===== src/rtl/core/assert_macros.svh =====
// assertion helpers shared by the rtl files
`ifndef ASSERT_MACROS_SVH
`define ASSERT_MACROS_SVH

// expression must never be true outside reset
`define ASSERT_NEVER(lbl, ck, rs, expr) \
  lbl: assert property (@(posedge ck) disable iff (rs) !(expr)) \
    else $error("%m: forbidden condition seen");

// antecedent in one cycle requires consequent in the next
`define ASSERT_NEXT(lbl, ck, rs, ante, cons) \
  lbl: assert property (@(posedge ck) disable iff (rs) (ante) |=> (cons)) \
    else $error("%m: expected condition missing one cycle later");

// antecedent requires consequent in the same cycle
`define ASSERT_IMPLIES(lbl, ck, rs, ante, cons) \
  lbl: assert property (@(posedge ck) disable iff (rs) (ante) |-> (cons)) \
    else $error("%m: implication failed");

`endif


===== src/rtl/core/hil_pkg.sv =====
`default_nettype none

package hil_pkg;

  typedef enum logic [2:0] {
    PH_START,
    PH_SEARCH,
    PH_HEAD,
    PH_DATA,
    PH_CKSUM,
    PH_TERM,
    PH_SKIP,
    PH_STOP
  } phase_t;

  typedef enum logic [1:0] {
    KIND_DATA  = 2'd0,
    KIND_END   = 2'd1,
    KIND_ERROR = 2'd2
  } kind_t;

  typedef enum logic [2:0] {
    ERR_BAD_HEX    = 3'd0,
    ERR_BAD_RECORD = 3'd1,
    ERR_BAD_CKSUM  = 3'd2,
    ERR_BUF_SMALL  = 3'd3,
    ERR_NO_END     = 3'd4
  } err_t;

  // configuration register indexes
  localparam logic [1:0] REG_BUFFER_SIZE = 2'd0;
  localparam logic [1:0] REG_INIT_MIN    = 2'd1;
  localparam logic [1:0] REG_INIT_MAX    = 2'd2;

  // header fields in order of arrival
  localparam logic [1:0] FLD_LENGTH  = 2'd0;
  localparam logic [1:0] FLD_ADDR_HI = 2'd1;
  localparam logic [1:0] FLD_ADDR_LO = 2'd2;
  localparam logic [1:0] FLD_TYPE    = 2'd3;

  localparam logic [7:0] CHAR_COLON = 8'h3A;
  localparam logic [7:0] CHAR_LF    = 8'h0A;
  localparam logic [7:0] CHAR_NUL   = 8'h00;
  localparam logic [7:0] REC_DATA   = 8'h00;
  localparam logic [7:0] REC_EOF    = 8'h01;

  typedef struct packed {
    kind_t       kind;
    logic [15:0] address;
    logic [7:0]  data;
    err_t        error_code;
    logic [15:0] lowest_address;
    logic [15:0] highest_address;
  } result_t;

  // bit 4 set means not a hex digit
  function automatic logic [4:0] hex_value(input logic [7:0] c);
    logic [4:0] v;
    v = 5'd16;
    if (c >= 8'h41 && c <= 8'h46) v = 5'(c - 8'h37);
    else if (c >= 8'h61 && c <= 8'h66) v = 5'(c - 8'h57);
    else if (c >= 8'h30 && c <= 8'h39) v = 5'(c - 8'h30);
    return v;
  endfunction

endpackage

`default_nettype wire


===== src/rtl/core/hil_out_buf.sv =====
`default_nettype none

`include "assert_macros.svh"

module hil_out_buf (
  input  wire logic             clk,
  input  wire logic             rst,
  input  wire logic             push,
  input  wire hil_pkg::result_t push_word,
  output logic                  full,
  output logic                  m_tvalid,
  input  wire logic             m_tready,
  output hil_pkg::result_t      m_word
);

  hil_pkg::result_t slot0;
  hil_pkg::result_t slot1;
  logic [1:0]       count;
  logic             pop;

  assign pop      = (count != 2'd0) && m_tready;
  assign full     = (count == 2'd2);
  assign m_tvalid = (count != 2'd0);
  assign m_word   = slot0;

  always_ff @(posedge clk) begin
    if (rst) begin
      count <= 2'd0;
    end else begin
      case ({push, pop})
        2'b10: count <= count + 2'd1;
        2'b01: count <= count - 2'd1;
        default: count <= count;
      endcase
    end
  end

  // slot0 is the head word shown on the master side
  always_ff @(posedge clk) begin
    case ({push, pop})
      2'b10: begin
        if (count == 2'd0) slot0 <= push_word;
        else slot1 <= push_word;
      end
      2'b01: begin
        slot0 <= slot1;
      end
      2'b11: begin
        if (count == 2'd1) begin
          slot0 <= push_word;
        end else begin
          slot0 <= slot1;
          slot1 <= push_word;
        end
      end
      default: begin
      end
    endcase
  end

  `ASSERT_NEVER(a_push_when_full, clk, rst, push && full)
  `ASSERT_NEVER(a_count_range, clk, rst, count == 2'd3)
  `ASSERT_NEXT(a_held_word_stays, clk, rst, m_tvalid && !m_tready && count == 2'd1, m_tvalid)

endmodule

`default_nettype wire


===== src/rtl/core/hex_image_loader_unit.sv =====
// intel hex loader: parses a hex text stream one character per word.
// slave side: s_tdata carries one ascii character, s_tlast marks the end
// of the stream (the character is then ignored). master side: one result
// word per data byte, one at the end record, one at the first error.
// m_tuser holds the result kind (data write, end reached, error).
// a word is accepted each cycle s_tready is high; its result, if any, joins
// the output buffer behind earlier words. parsing state is updated in the
// same cycle a character is taken; one character per clock when not full.
// results queue in a two-word output buffer: the slave side keeps taking
// characters while the receiver stalls, and s_tready drops only once both
// buffer words are occupied.
// after the end record or an error the block stops and emits nothing
// until reset. reset (rst, synchronous) restores buffer_size 65536,
// lowest 65535, highest 0 and the search for the first colon.
// configuration writes (cfg_wr_en, cfg_index, cfg_wdata) take effect at
// once and belong only to idle periods; writing a start address register
// also reloads the tracked minimum or maximum.

`default_nettype none

`include "assert_macros.svh"

module hex_image_loader_unit (
  input  wire logic        clk,
  input  wire logic        rst,
  input  wire logic        cfg_wr_en,
  input  wire logic [1:0]  cfg_index,
  input  wire logic [16:0] cfg_wdata,
  input  wire logic        s_tvalid,
  output logic             s_tready,
  input  wire logic [7:0]  s_tdata,   // character
  input  wire logic        s_tlast,   // end_of_input
  output logic             m_tvalid,
  input  wire logic        m_tready,
  output logic [63:0]      m_tdata,   // address, data, error_code, lowest, highest, zero fill
  output logic [1:0]       m_tuser    // kind
);

  logic [16:0]      buffer_size;
  logic [15:0]      init_min;
  logic [15:0]      init_max;

  hil_pkg::phase_t  phase, phase_next;
  logic [3:0]       high_nibble, high_nibble_next;
  logic             nibble_pending, nibble_pending_next;
  logic [1:0]       field_index, field_index_next;
  logic [7:0]       bytes_left, bytes_left_next;
  logic [15:0]      record_address, record_address_next;
  logic [7:0]       running_sum, running_sum_next;
  logic [15:0]      min_seen, min_seen_next;
  logic [15:0]      max_seen, max_seen_next;

  logic             accept;
  logic             full;
  logic             push;
  logic             fail;
  hil_pkg::err_t    fail_code;
  hil_pkg::result_t res;
  hil_pkg::result_t m_word;
  logic [4:0]       hv;
  logic [7:0]       byte_val;

  assign s_tready = !full;
  assign accept   = s_tvalid && s_tready;
  assign hv       = hil_pkg::hex_value(s_tdata);
  assign byte_val = {high_nibble, hv[3:0]};

  always_comb begin
    phase_next          = phase;
    high_nibble_next    = high_nibble;
    nibble_pending_next = nibble_pending;
    field_index_next    = field_index;
    bytes_left_next     = bytes_left;
    record_address_next = record_address;
    running_sum_next    = running_sum;
    min_seen_next       = min_seen;
    max_seen_next       = max_seen;
    push                = 1'b0;
    fail                = 1'b0;
    fail_code           = hil_pkg::ERR_BAD_HEX;
    res                 = '0;

    unique case (phase)
      hil_pkg::PH_START, hil_pkg::PH_SEARCH: begin
        if (s_tlast) begin
          fail      = 1'b1;
          fail_code = (phase == hil_pkg::PH_START) ? hil_pkg::ERR_NO_END
                                                   : hil_pkg::ERR_BAD_RECORD;
        end else if (s_tdata == hil_pkg::CHAR_COLON) begin
          phase_next          = hil_pkg::PH_HEAD;
          field_index_next    = hil_pkg::FLD_LENGTH;
          nibble_pending_next = 1'b0;
          running_sum_next    = 8'd0;
        end else if (s_tdata == hil_pkg::CHAR_NUL || s_tdata == hil_pkg::CHAR_LF) begin
          fail      = 1'b1;
          fail_code = hil_pkg::ERR_BAD_RECORD;
        end else begin
          phase_next = hil_pkg::PH_SEARCH;
        end
      end
      hil_pkg::PH_SKIP: begin
        if (s_tlast) begin
          fail      = 1'b1;
          fail_code = hil_pkg::ERR_NO_END;
        end else if (s_tdata == hil_pkg::CHAR_LF) begin
          phase_next = hil_pkg::PH_START;
        end
      end
      hil_pkg::PH_TERM: begin
        if (s_tlast) begin
          fail      = 1'b1;
          fail_code = hil_pkg::ERR_NO_END;
        end else if (s_tdata == hil_pkg::CHAR_LF) begin
          phase_next = hil_pkg::PH_START;
        end else if (s_tdata == hil_pkg::CHAR_NUL) begin
          phase_next = hil_pkg::PH_SKIP;
        end else begin
          fail      = 1'b1;
          fail_code = hil_pkg::ERR_BAD_RECORD;
        end
      end
      hil_pkg::PH_HEAD, hil_pkg::PH_DATA, hil_pkg::PH_CKSUM: begin
        // address bookkeeping happens when a data byte starts
        if (phase == hil_pkg::PH_DATA && !nibble_pending) begin
          if (record_address < min_seen) min_seen_next = record_address;
          if (record_address > max_seen) max_seen_next = record_address;
          if ({1'b0, record_address} >= buffer_size) begin
            fail      = 1'b1;
            fail_code = hil_pkg::ERR_BUF_SMALL;
          end
        end
        if (!fail) begin
          if (s_tlast || hv[4]) begin
            fail      = 1'b1;
            fail_code = hil_pkg::ERR_BAD_HEX;
          end else if (!nibble_pending) begin
            high_nibble_next    = hv[3:0];
            nibble_pending_next = 1'b1;
          end else begin
            nibble_pending_next = 1'b0;
            running_sum_next    = running_sum + byte_val;
            if (phase == hil_pkg::PH_HEAD) begin
              field_index_next = field_index + 2'd1;
              case (field_index)
                hil_pkg::FLD_LENGTH:  bytes_left_next = byte_val;
                hil_pkg::FLD_ADDR_HI: record_address_next = {byte_val, 8'h00};
                hil_pkg::FLD_ADDR_LO: record_address_next = {record_address[15:8], byte_val};
                default: begin
                  if (byte_val == hil_pkg::REC_DATA) begin
                    phase_next = (bytes_left != 8'd0) ? hil_pkg::PH_DATA
                                                      : hil_pkg::PH_CKSUM;
                  end else if (byte_val == hil_pkg::REC_EOF) begin
                    phase_next          = hil_pkg::PH_STOP;
                    push                = 1'b1;
                    res.kind            = hil_pkg::KIND_END;
                    res.lowest_address  = min_seen;
                    res.highest_address = max_seen;
                  end else begin
                    phase_next = hil_pkg::PH_SKIP;
                  end
                end
              endcase
            end else if (phase == hil_pkg::PH_DATA) begin
              push                = 1'b1;
              res.kind            = hil_pkg::KIND_DATA;
              res.address         = record_address;
              res.data            = byte_val;
              record_address_next = record_address + 16'd1;
              bytes_left_next     = bytes_left - 8'd1;
              if (bytes_left == 8'd1) phase_next = hil_pkg::PH_CKSUM;
            end else begin
              if (running_sum_next != 8'd0) begin
                fail      = 1'b1;
                fail_code = hil_pkg::ERR_BAD_CKSUM;
              end else begin
                phase_next = hil_pkg::PH_TERM;
              end
            end
          end
        end
      end
      default: begin
      end
    endcase

    if (fail) begin
      phase_next          = hil_pkg::PH_STOP;
      push                = 1'b1;
      res                 = '0;
      res.kind            = hil_pkg::KIND_ERROR;
      res.error_code      = fail_code;
      res.lowest_address  = min_seen_next;
      res.highest_address = max_seen_next;
    end
  end

  always_ff @(posedge clk) begin
    if (rst) begin
      buffer_size    <= 17'h10000;
      init_min       <= 16'hFFFF;
      init_max       <= 16'h0000;
      phase          <= hil_pkg::PH_START;
      high_nibble    <= 4'd0;
      nibble_pending <= 1'b0;
      field_index    <= hil_pkg::FLD_LENGTH;
      bytes_left     <= 8'd0;
      record_address <= 16'd0;
      running_sum    <= 8'd0;
      min_seen       <= 16'hFFFF;
      max_seen       <= 16'h0000;
    end else begin
      if (accept) begin
        phase          <= phase_next;
        high_nibble    <= high_nibble_next;
        nibble_pending <= nibble_pending_next;
        field_index    <= field_index_next;
        bytes_left     <= bytes_left_next;
        record_address <= record_address_next;
        running_sum    <= running_sum_next;
        min_seen       <= min_seen_next;
        max_seen       <= max_seen_next;
      end
      if (cfg_wr_en) begin
        unique case (cfg_index)
          hil_pkg::REG_BUFFER_SIZE: buffer_size <= cfg_wdata;
          hil_pkg::REG_INIT_MIN: begin
            init_min <= cfg_wdata[15:0];
            min_seen <= cfg_wdata[15:0];
          end
          hil_pkg::REG_INIT_MAX: begin
            init_max <= cfg_wdata[15:0];
            max_seen <= cfg_wdata[15:0];
          end
          default: begin
          end
        endcase
      end
    end
  end

  hil_out_buf u_out_buf (
    .clk       (clk),
    .rst       (rst),
    .push      (accept && push),
    .push_word (res),
    .full      (full),
    .m_tvalid  (m_tvalid),
    .m_tready  (m_tready),
    .m_word    (m_word)
  );

  assign m_tuser = m_word.kind;
  assign m_tdata = {5'd0, m_word.highest_address, m_word.lowest_address,
                    m_word.error_code, m_word.data, m_word.address};

  `ASSERT_NEXT(a_stop_sticks, clk, rst, phase == hil_pkg::PH_STOP, phase == hil_pkg::PH_STOP)
  `ASSERT_NEVER(a_no_word_when_stopped, clk, rst, phase == hil_pkg::PH_STOP && push)
  `ASSERT_IMPLIES(a_data_only_in_data, clk, rst, push && res.kind == hil_pkg::KIND_DATA, phase == hil_pkg::PH_DATA)
  `ASSERT_IMPLIES(a_min_tracking, clk, rst, init_min == min_seen && init_max == max_seen && phase == hil_pkg::PH_START && bytes_left == 8'd0 && record_address == 16'd0 && running_sum == 8'd0, min_seen <= init_min)

endmodule

`default_nettype wire

===== config.mk =====
export PLATFORM = sky130hd
export DESIGN_NAME = hex_image_loader_unit
export DESIGN_NICKNAME = d
export VERILOG_FILES = /design/src/rtl/core/hil_pkg.sv /design/src/rtl/core/hil_out_buf.sv /design/src/rtl/core/hex_image_loader_unit.sv
export VERILOG_INCLUDE_DIRS = /design/src /design/src/rtl/core
export SDC_FILE = /design/constraint.sdc
export NUM_CORES = 1
export LEC_CHECK = 0
export BUFFER_PORTS_ARGS = -buffer_cell sky130_fd_sc_hd__buf_2
export CAP_MARGIN = 20
export CORE_MARGIN = 10
export CORE_UTILIZATION = 55
export CTS_BUF_LIST = sky130_fd_sc_hd__clkbuf_4
export DETAILED_ROUTE_END_ITERATION = 10
export PLACE_DENSITY = 0.76
export SETUP_SLACK_MARGIN = 0.4
export SKIP_CTS_REPAIR_TIMING = 1
export SLEW_MARGIN = 10
export SYNTH_ARGS = -nofsm -noshare
export SYNTH_HDL_FRONTEND = slang
export SYNTH_HIERARCHICAL = 1
export SYNTH_SLANG_ARGS = --single-unit
export TNS_END_PERCENT = 10

===== constraint.sdc =====
create_clock -name clk -period 12.08 [get_ports clk]
set_clock_uncertainty 0.05 [all_clocks]
set_input_delay 1.812 -clock clk [delete_from_list [all_inputs] [get_ports clk]]
set_output_delay 1.812 -clock clk [all_outputs]
set_load 0.05 [all_outputs]

Word-level counts from Yosys, hierarchy flattened

Index checks and enable logic that the tools add are counted.

Add/sub/neg operators: 9
Order comparisons: 9
Eq/ne operators: 44
Muxes and demuxes: 131
Bitwise gates (word level): 3
Reductions and logical operators: 40

Operators by type and width:

| cell                                                                              | number |
|---|---|
| 61-bit two-way mux                                                                | 5 |
| 32-bit two-way mux                                                                | 8 |
| 16-bit two-way mux                                                                | 14 |
| 61-bit case mux with 3 select lines                                               | 1 |
| 61-bit case mux with 2 select lines                                               | 1 |
| 26-bit two-way mux                                                                | 4 |
| 3-bit two-way mux                                                                 | 29 |
| 8-bit two-way mux                                                                 | 8 |
| 24-bit two-way mux                                                                | 2 |
| 1-bit two-way mux                                                                 | 39 |
| 16-bit case mux with 2 select lines                                               | 1 |
| 3-bit case mux with 4 select lines                                                | 2 |
| 3-bit != test (second input constant)                                             | 7 |
| 7-bit AND reduction                                                               | 3 |
| 2-bit two-way mux                                                                 | 9 |
| 2-bit != test (second input constant)                                             | 9 |
| 16-bit by 17-bit >= comparator with 1-bit output                                  | 1 |
| 16-bit by 1-bit adder with 16-bit output (second input constant)                  | 1 |
| 8-bit by 1-bit == test with 1-bit output (second input constant)                  | 2 |
| 8-bit by 7-bit >= comparator with 1-bit output (second input constant)            | 2 |
| 16-bit greater-than comparator                                                    | 1 |
| 8-bit by 7-bit less-or-equal comparator with 1-bit output (second input constant) | 2 |
| 8-bit logical NOT                                                                 | 2 |
| 16-bit < comparator                                                               | 1 |
| other kinds (41)                                                                  | 82 |

Flip-flop bits (word level): 215
Output and inout port bits: 68

Longest topological paths before layout

Word-level depth: 19
Mapped depth: 22
Depth with buffers taken out: 20

Hierarchy

Netlist, hierarchy kept.

Modules (own cells, without submodules):

| module                | times used | cells each | area each (sq um) | seq. area each (sq um) |
|---|---|---|---|---|
| hex_image_loader_unit | 1          | 945        | 7159.4            | 1821.7 |
| hil_out_buf           | 1          | 422        | 5885.6            | 3703.6 |

Worst setup path after synthesis

No wires, ideal clock.

Path kind: input-to-reg
Start: in s_tdata[3]
End: reg u_out_buf.slot0 (netlist bit u_out_buf/m_word[0]), enable pin
Arrival time: 8.990 ns
Required time: 11.465 ns
Path slack: 2.475 ns
Stages on the path: 15
Cell sequence: nor4b_1 > o311a_2 > mux2_2 > ha_1 > inv_1 > fa_1 > nand2b_1 > a2111o_1 > o211ai_1 > a31oi_1 > nand4_1 > a21boi_4 > a21oi_1 > inv_1 > o21ai_0

Cells in the longest elaborated chain, start to end: 19
Elaborated cells on any way between the ends: 53
Classes of those cells: add/sub: 4; order compare: 6; eq/ne: 7; mux: 25; reduce/logical: 11

RTL lines:

| element                                                                                                                     | RTL line                                                   | RTL |
|---|---|---|
| from (decl)                                                                                                                 | hex_image_loader_unit.sv:31                                | `input wire logic [7:0] s_tdata,` |
| 8-bit by 6-bit >= comparator with 1-bit output or 8-bit by 6-bit less-or-equal comparator with 1-bit output (tied branches) | hil_pkg.sv:62                                              | `else if (c >= 8'h30 && c <= 8'h39) v = 5'(c - 8'h30);` |
| 1-bit logical AND                                                                                                           | hil_pkg.sv:62                                              |  |
| 5-bit two-way mux                                                                                                           | hil_pkg.sv:62                                              |  |
| 5-bit two-way mux                                                                                                           | hil_pkg.sv:61                                              | `else if (c >= 8'h61 && c <= 8'h66) v = 5'(c - 8'h57);` |
| 5-bit two-way mux (*)                                                                                                       | hil_pkg.sv:60                                              | `if (c >= 8'h41 && c <= 8'h46) v = 5'(c - 8'h37);` |
| net hv[0]                                                                                                                   | hex_image_loader_unit.sv:60                                | `logic [4:0] hv;` |
| 8-bit adder or 8-bit by 1-bit == test with 1-bit output (tied branches)                                                     | hex_image_loader_unit.sv:141, hex_image_loader_unit.sv:152 |  |
| 8-bit nonzero test or 1-bit two-way mux (tied branches)                                                                     | hex_image_loader_unit.sv:172, hex_image_loader_unit.sv:152 |  |
| [4 not listed]                                                                                                              | -                                                          |  |
| 1-bit two-way mux                                                                                                           | hex_image_loader_unit.sv:133                               | `if (s_tlast \|\| hv[4]) begin` |
| 1-bit two-way mux                                                                                                           | hex_image_loader_unit.sv:132                               | `if (!fail) begin` |
| 1-bit case mux with 4 select lines or 1-bit two-way mux (tied branches)                                                     | hex_image_loader_unit.sv:83                                | `unique case (phase)` |
| 1-bit two-way mux (*)                                                                                                       | hex_image_loader_unit.sv:186                               | `if (fail) begin` |
| 1-bit logical AND (*)                                                                                                       | hex_image_loader_unit.sv:244                               | `.push (accept && push),` |
| 2-bit == test or 2-bit by 1-bit == test with 1-bit output (tied branches)                                                   | hil_out_buf.sv:40                                          | `case ({push, pop})` |
| 2-bit by 1-bit != test with 1-bit output (no line) or 3-bit nonzero test (tied branches)                                    | -                                                          |  |
| 2-bit AND reduction (no line) (*)                                                                                           | -                                                          |  |
| to (signal assigned)                                                                                                        | hil_out_buf.sv:42                                          | `if (count == 2'd0) slot0 <= push_word;` |
| to (signal assigned)                                                                                                        | hil_out_buf.sv:46                                          | `slot0 <= slot1;` |
| to (signal assigned)                                                                                                        | hil_out_buf.sv:50                                          | `slot0 <= push_word;` |
| to (decl)                                                                                                                   | hil_out_buf.sv:16                                          | `hil_pkg::result_t slot0;` |

The timed path passes the listed nets; every way through them passes the cells marked *.
A chain may end at the register's enable or synchronous reset.

Final worst setup path

Start: in s_tdata[3]
End: reg u_out_buf/slot1[7] in the netlist's numbering, enable pin

Cells in the longest elaborated chain, start to end: 19
Elaborated cells on any way between the ends: 53
Classes of those cells: add/sub: 4; order compare: 6; eq/ne: 7; mux: 25; reduce/logical: 11

RTL lines:

| element                                                                                                                     | RTL line                                                   | RTL |
|---|---|---|
| 8-bit by 6-bit >= comparator with 1-bit output or 8-bit by 6-bit less-or-equal comparator with 1-bit output (tied branches) | hil_pkg.sv:62                                              |  |
| 1-bit logical AND                                                                                                           | hil_pkg.sv:62                                              |  |
| 5-bit two-way mux                                                                                                           | hil_pkg.sv:62                                              |  |
| 5-bit two-way mux                                                                                                           | hil_pkg.sv:61                                              |  |
| 5-bit two-way mux (*)                                                                                                       | hil_pkg.sv:60                                              |  |
| net hv[0]                                                                                                                   | hex_image_loader_unit.sv:60                                |  |
| 8-bit adder or 8-bit by 1-bit == test with 1-bit output (tied branches)                                                     | hex_image_loader_unit.sv:141, hex_image_loader_unit.sv:152 |  |
| 8-bit nonzero test or 1-bit two-way mux (tied branches)                                                                     | hex_image_loader_unit.sv:172, hex_image_loader_unit.sv:152 |  |
| [4 not listed]                                                                                                              | -                                                          |  |
| 1-bit two-way mux                                                                                                           | hex_image_loader_unit.sv:133                               |  |
| 1-bit two-way mux                                                                                                           | hex_image_loader_unit.sv:132                               |  |
| 1-bit case mux with 4 select lines or 1-bit two-way mux (tied branches)                                                     | hex_image_loader_unit.sv:83                                |  |
| 1-bit two-way mux (*)                                                                                                       | hex_image_loader_unit.sv:186                               |  |
| 1-bit logical AND (*)                                                                                                       | hex_image_loader_unit.sv:244                               |  |
| 2-bit == test                                                                                                               | hil_out_buf.sv:40                                          |  |
| 2-bit != test (no line) or 2-bit nonzero test (tied branches)                                                               | -                                                          |  |
| 3-bit AND reduction (no line) (*)                                                                                           | -                                                          |  |
| to (signal assigned)                                                                                                        | hil_out_buf.sv:43                                          | `else slot1 <= push_word;` |
| to (signal assigned)                                                                                                        | hil_out_buf.sv:53                                          | `slot1 <= push_word;` |
| to (decl)                                                                                                                   | hil_out_buf.sv:17                                          | `hil_pkg::result_t slot1;` |

Marks and branches as above.

==> impl_metrics.csv <==
group,metric,value,unit
outcome,status,"completed",
critical_path,cp_cell_sequence,"buf_2 > nor4b_1 > o311a_2 > mux2_2 > ha_1 > inv_1 > fa_1 > nand2b_1 > a221o_1 > nor3_1 > nand4_1 > a21boi_4 > a21oi_1 > ha_2 > buf_4 > a21oi_4 > buf_4",
critical_path,crit_family,"compound AO/OA/AOI/OAI gates",
clock_network,cts_tree,"yes",
timing,slew_violations,0,
critical_path,worstSetupStartpointType,"input pin",
critical_path,timing.rr.end,"u_out_buf/slot1[7]$_DFFE_PP_",
critical_path,rr_startpoint,"running_sum[0]$_SDFFE_PP0P_",
logic_synthesis,yosys_warnings,6,
detailed_routing,route.vias.total,10890,
layout,finish.instance_area,14460,µm²
place,io_buffers,95,
grt,grt_max_degree,64,
timing,period_needed,6.972,ns
logic_synthesis,yosys.area.top_type,"edfxtp_1",
layout,layout-drive-gt1-share,20.64,%
timing,holdWs,0.4033,ns
logic_synthesis,seq_area_frac_synth,42.36,%
grt,grt_pass1_wl,54500,µm
layout,syn_to_final_growth,10.86,%
detailed_routing,ant_nets,0,
place,dpl.cell_count,1716,
detailed_routing,wirelength,34090,µm
floorplan,io_pins,101,
timing,worstMarginPinSlew,0.8941,ns
power,p_leak,6.103,nW
logic_synthesis,synth_seq_cells,215,
grt,grt_pass1_vias,10580,
critical_path,max_stage_delay,0.60,ns
grt,grt_antenna_before_repair,2,
critical_path,worstRegToRegCells,13,
detailed_routing,post_drt_wl_per_cell,18.65,µm
logic_synthesis,synth_ff_type,"edfxtp_1",
place,post-dp-hpwl,23260,µm
logic_synthesis,synth_edf_count,122,
power,pwr_density_cell,225.0,nW/µm²
timing,post-route-period-util,57.71,%
grt,track_usage,21.54,%
logic_synthesis,synth_commonest_cells,"nand2_1, edfxtp_1, a21oi_1",
critical_path,cp.arrival,7.25,ns
place,placed_area,13660,µm²
clock_network,cts_buffer_depth,3,
floorplan,design.core.area,23400,µm²
logic_synthesis,syn_inst,1367,
worst_hold_path,hold_path.class,"reg -> reg",
logic_synthesis,syn_area_per_cell,9.543,µm²
clock_network,htree_levels,2,
clock_network,insertion_delay,0.70,ns
timing,rsz0062_at_grt,"false",
logic_synthesis,synth_top_area_share,28.08,%
floorplan,die_width,174.0,µm
detailed_routing,drc,0,
floorplan,initial_core_util,55.74,%
timing,report.final.setup_viol,0,
place,gp_congestion,0.9059,
clock_network,cts_sinks,215,
clock_network,cts_buffers,59,
critical_path,path_class,"in -> reg",
worst_hold_path,min_path_cells,2,
critical_path,cp_common_cell,"buf_4",
job,drv_cap,0,
timing,maxSlewHeadroom,40.21,%
critical_path,rrSetupSlack,7.29,ns
timing,hold_viol_final,0,
critical_path,crit_slowest_cell,"a21oi_4",
layout,fin_cells,1828,
worst_hold_path,hold_end,"buffer_size[1]$_SDFFE_PP0P_",
grt,overflow,0,
detailed_routing,drt_first_iter_violations,979,
clock_network,clock-root-buffer,"clkbuf_4",
timing,finalSetupTns,0,ns
logic_synthesis,synthDistinctLibCells,84,
critical_path,cp-end-kind,"flop",
worst_hold_path,hp-start,"buffer_size[1]$_SDFFE_PP0P_",
logic_synthesis,synthArstFlopShare,0,%
critical_path,crit_required,12.36,ns
detailed_routing,drt_first_pass_iters,6,
timing,setup_slack,5.108,ns
logic_synthesis,synth.most_common_cell,"nand2_1",
logic_synthesis,synth_area_leaders,"edfxtp_1, dfxtp_1, ha_1, nand2_1, mux2_4",
detailed_routing,routed_via_density,5.960,
floorplan,dieHeight,174.0,µm
power,ir_drop,0.0001328,V
logic_synthesis,netlist_area,13050,µm²
clock_network,clkTransAtPathRegs,0.06,ns
floorplan,die_area,30280,µm²
floorplan,rows,56,
place,preCtsSetupSlack,4.505,ns
timing,clock.fmax,0.1434,GHz
critical_path,cp_max_fo,63,
layout,fillers,1997,
critical_path,crit_buf_inv,4,
layout,final_net_count,1569,
## registers in the layout, summed over array words and instances (netlist names)
signal / count
buffer_size: 17
phase: 3
running_sum: 8
field_index: 2
u_out_buf/slot1: 61
bytes_left: 8
u_out_buf/m_word: 61
record_address: 16
high_nibble: 4
u_out_buf/count: 2
min_seen: 16
nibble_pending: 1
max_seen: 16
## metrics by stage
| step | power [mW] | utilization (%) |
|---|---|---|
| finish | 3.254 | 61.79 |
| global route | 3.439 | 61.78 |
| CTS | 3.263 | 61.66 |
| detailed placement | 2.597 | 58.36 |
| global placement | 2.559 | 58.36 |
| floorplan | 2.339 | - |
## cells in the final DEF, fill, tap and decap left out, types with 5 or more instances in the layout
cell      netlist  layout
conb_1          1       5
ha_1           75      72
a21o_1          5       5
nor4_1          6       6
clkinv_1        0       9
a31oi_1         8       7
mux2_4         49      49
a22o_1         34      34
o31ai_1         7       7
o211ai_1        7       7
nor2_1         81      81
mux2_2         13      13
o21a_1          9       9
edfxtp_1      122     122
a22oi_1        67      67
and3_1         21      21
o22ai_1         5       5
clkbuf_4        0      95
nor3_1         22      22
nand2b_1        9       9
nor2b_1        17      17
nand3_1        24      24
mux2i_1        36      36
inv_1          76      76
buf_2          21      95
xor2_1          5       5
o21ai_0        59      58
a211oi_1       12      12
dfxtp_1        93      93
buf_4          10      22
a21oi_1       105     104
nand2_1       209     209
nand4_1        15      15
## per-layer routing
metal | vias to the layer above | global-route usage, % | share of wire (%) | routed length, µm
li1 | 5224 | - | - | -
met1 | 5155 | 26.62 | 41 | 14080
met2 | 435 | 36.68 | 48 | 16430
met3 | 80 | 3.879 | 7.6 | 2598
met4 | 0 | 8.158 | 2.9 | 987
met5 | - | 0 | 0 | 0
## area by class of cell
| class | instances | area [µm²] | share of cell area (%) |
|---|---|---|---|
| multi-input cells | 989 | 6807 | 47.07 |
| flip-flops and latches | 215 | 5525 | 38.21 |
| clock buffers | 95 | 713.2 | 4.932 |
| repair buffers | 119 | 666.9 | 4.612 |
| well taps | 319 | 399.1 | 2.760 |
| inverters | 76 | 285.3 | 1.973 |
| clock inverters | 13 | 60.06 | 0.4153 |
| diodes | 2 | 5.005 | 0.03461 |
## worst min-delay path: stages, from the launching register on
cell,delay (ns)
dfxtp_1,0.31
nand2_1,0.05
a21oi_1,0.05
## cell families after synthesis
group	share of synthesized area, %
buffers and inverters	5.899
adders and majority gates	7.347
xor gates and xnor gates	0.6042
AOI/OAI and AO/OA	18.49
muxes	9.524
DFF	42.36
other	0.02875
and+or+nand+nor	15.75
## worst max-delay path by stage
stage | start | end | slack (ns) | depth (start not counted)
floorplan | s_tdata[3] | u_out_buf/m_word[0]$_DFFE_PP_ | 2.47 | 15
global placement | s_tdata[3] | u_out_buf/slot1[1]$_DFFE_PP_ | 4.66 | 17
detailed placement | s_tdata[3] | u_out_buf/slot1[1]$_DFFE_PP_ | 4.51 | 17
CTS | s_tdata[3] | u_out_buf/slot1[15]$_DFFE_PP_ | 5.23 | 17
global route | s_tdata[3] | u_out_buf/slot1[52]$_DFFE_PP_ | 4.69 | 17
finish | s_tdata[3] | u_out_buf/slot1[7]$_DFFE_PP_ | 5.11 | 17
## power breakdown
part	internal [mW]	leakage, nW	total (mW)	switching [mW]
sequential	1.07	1.92	1.16	0.0821
combinational	0.454	3.72	1.44	0.983
clock	0.354	0.463	0.660	0.306
Note: power is estimated with default switching activity, not from simulation.
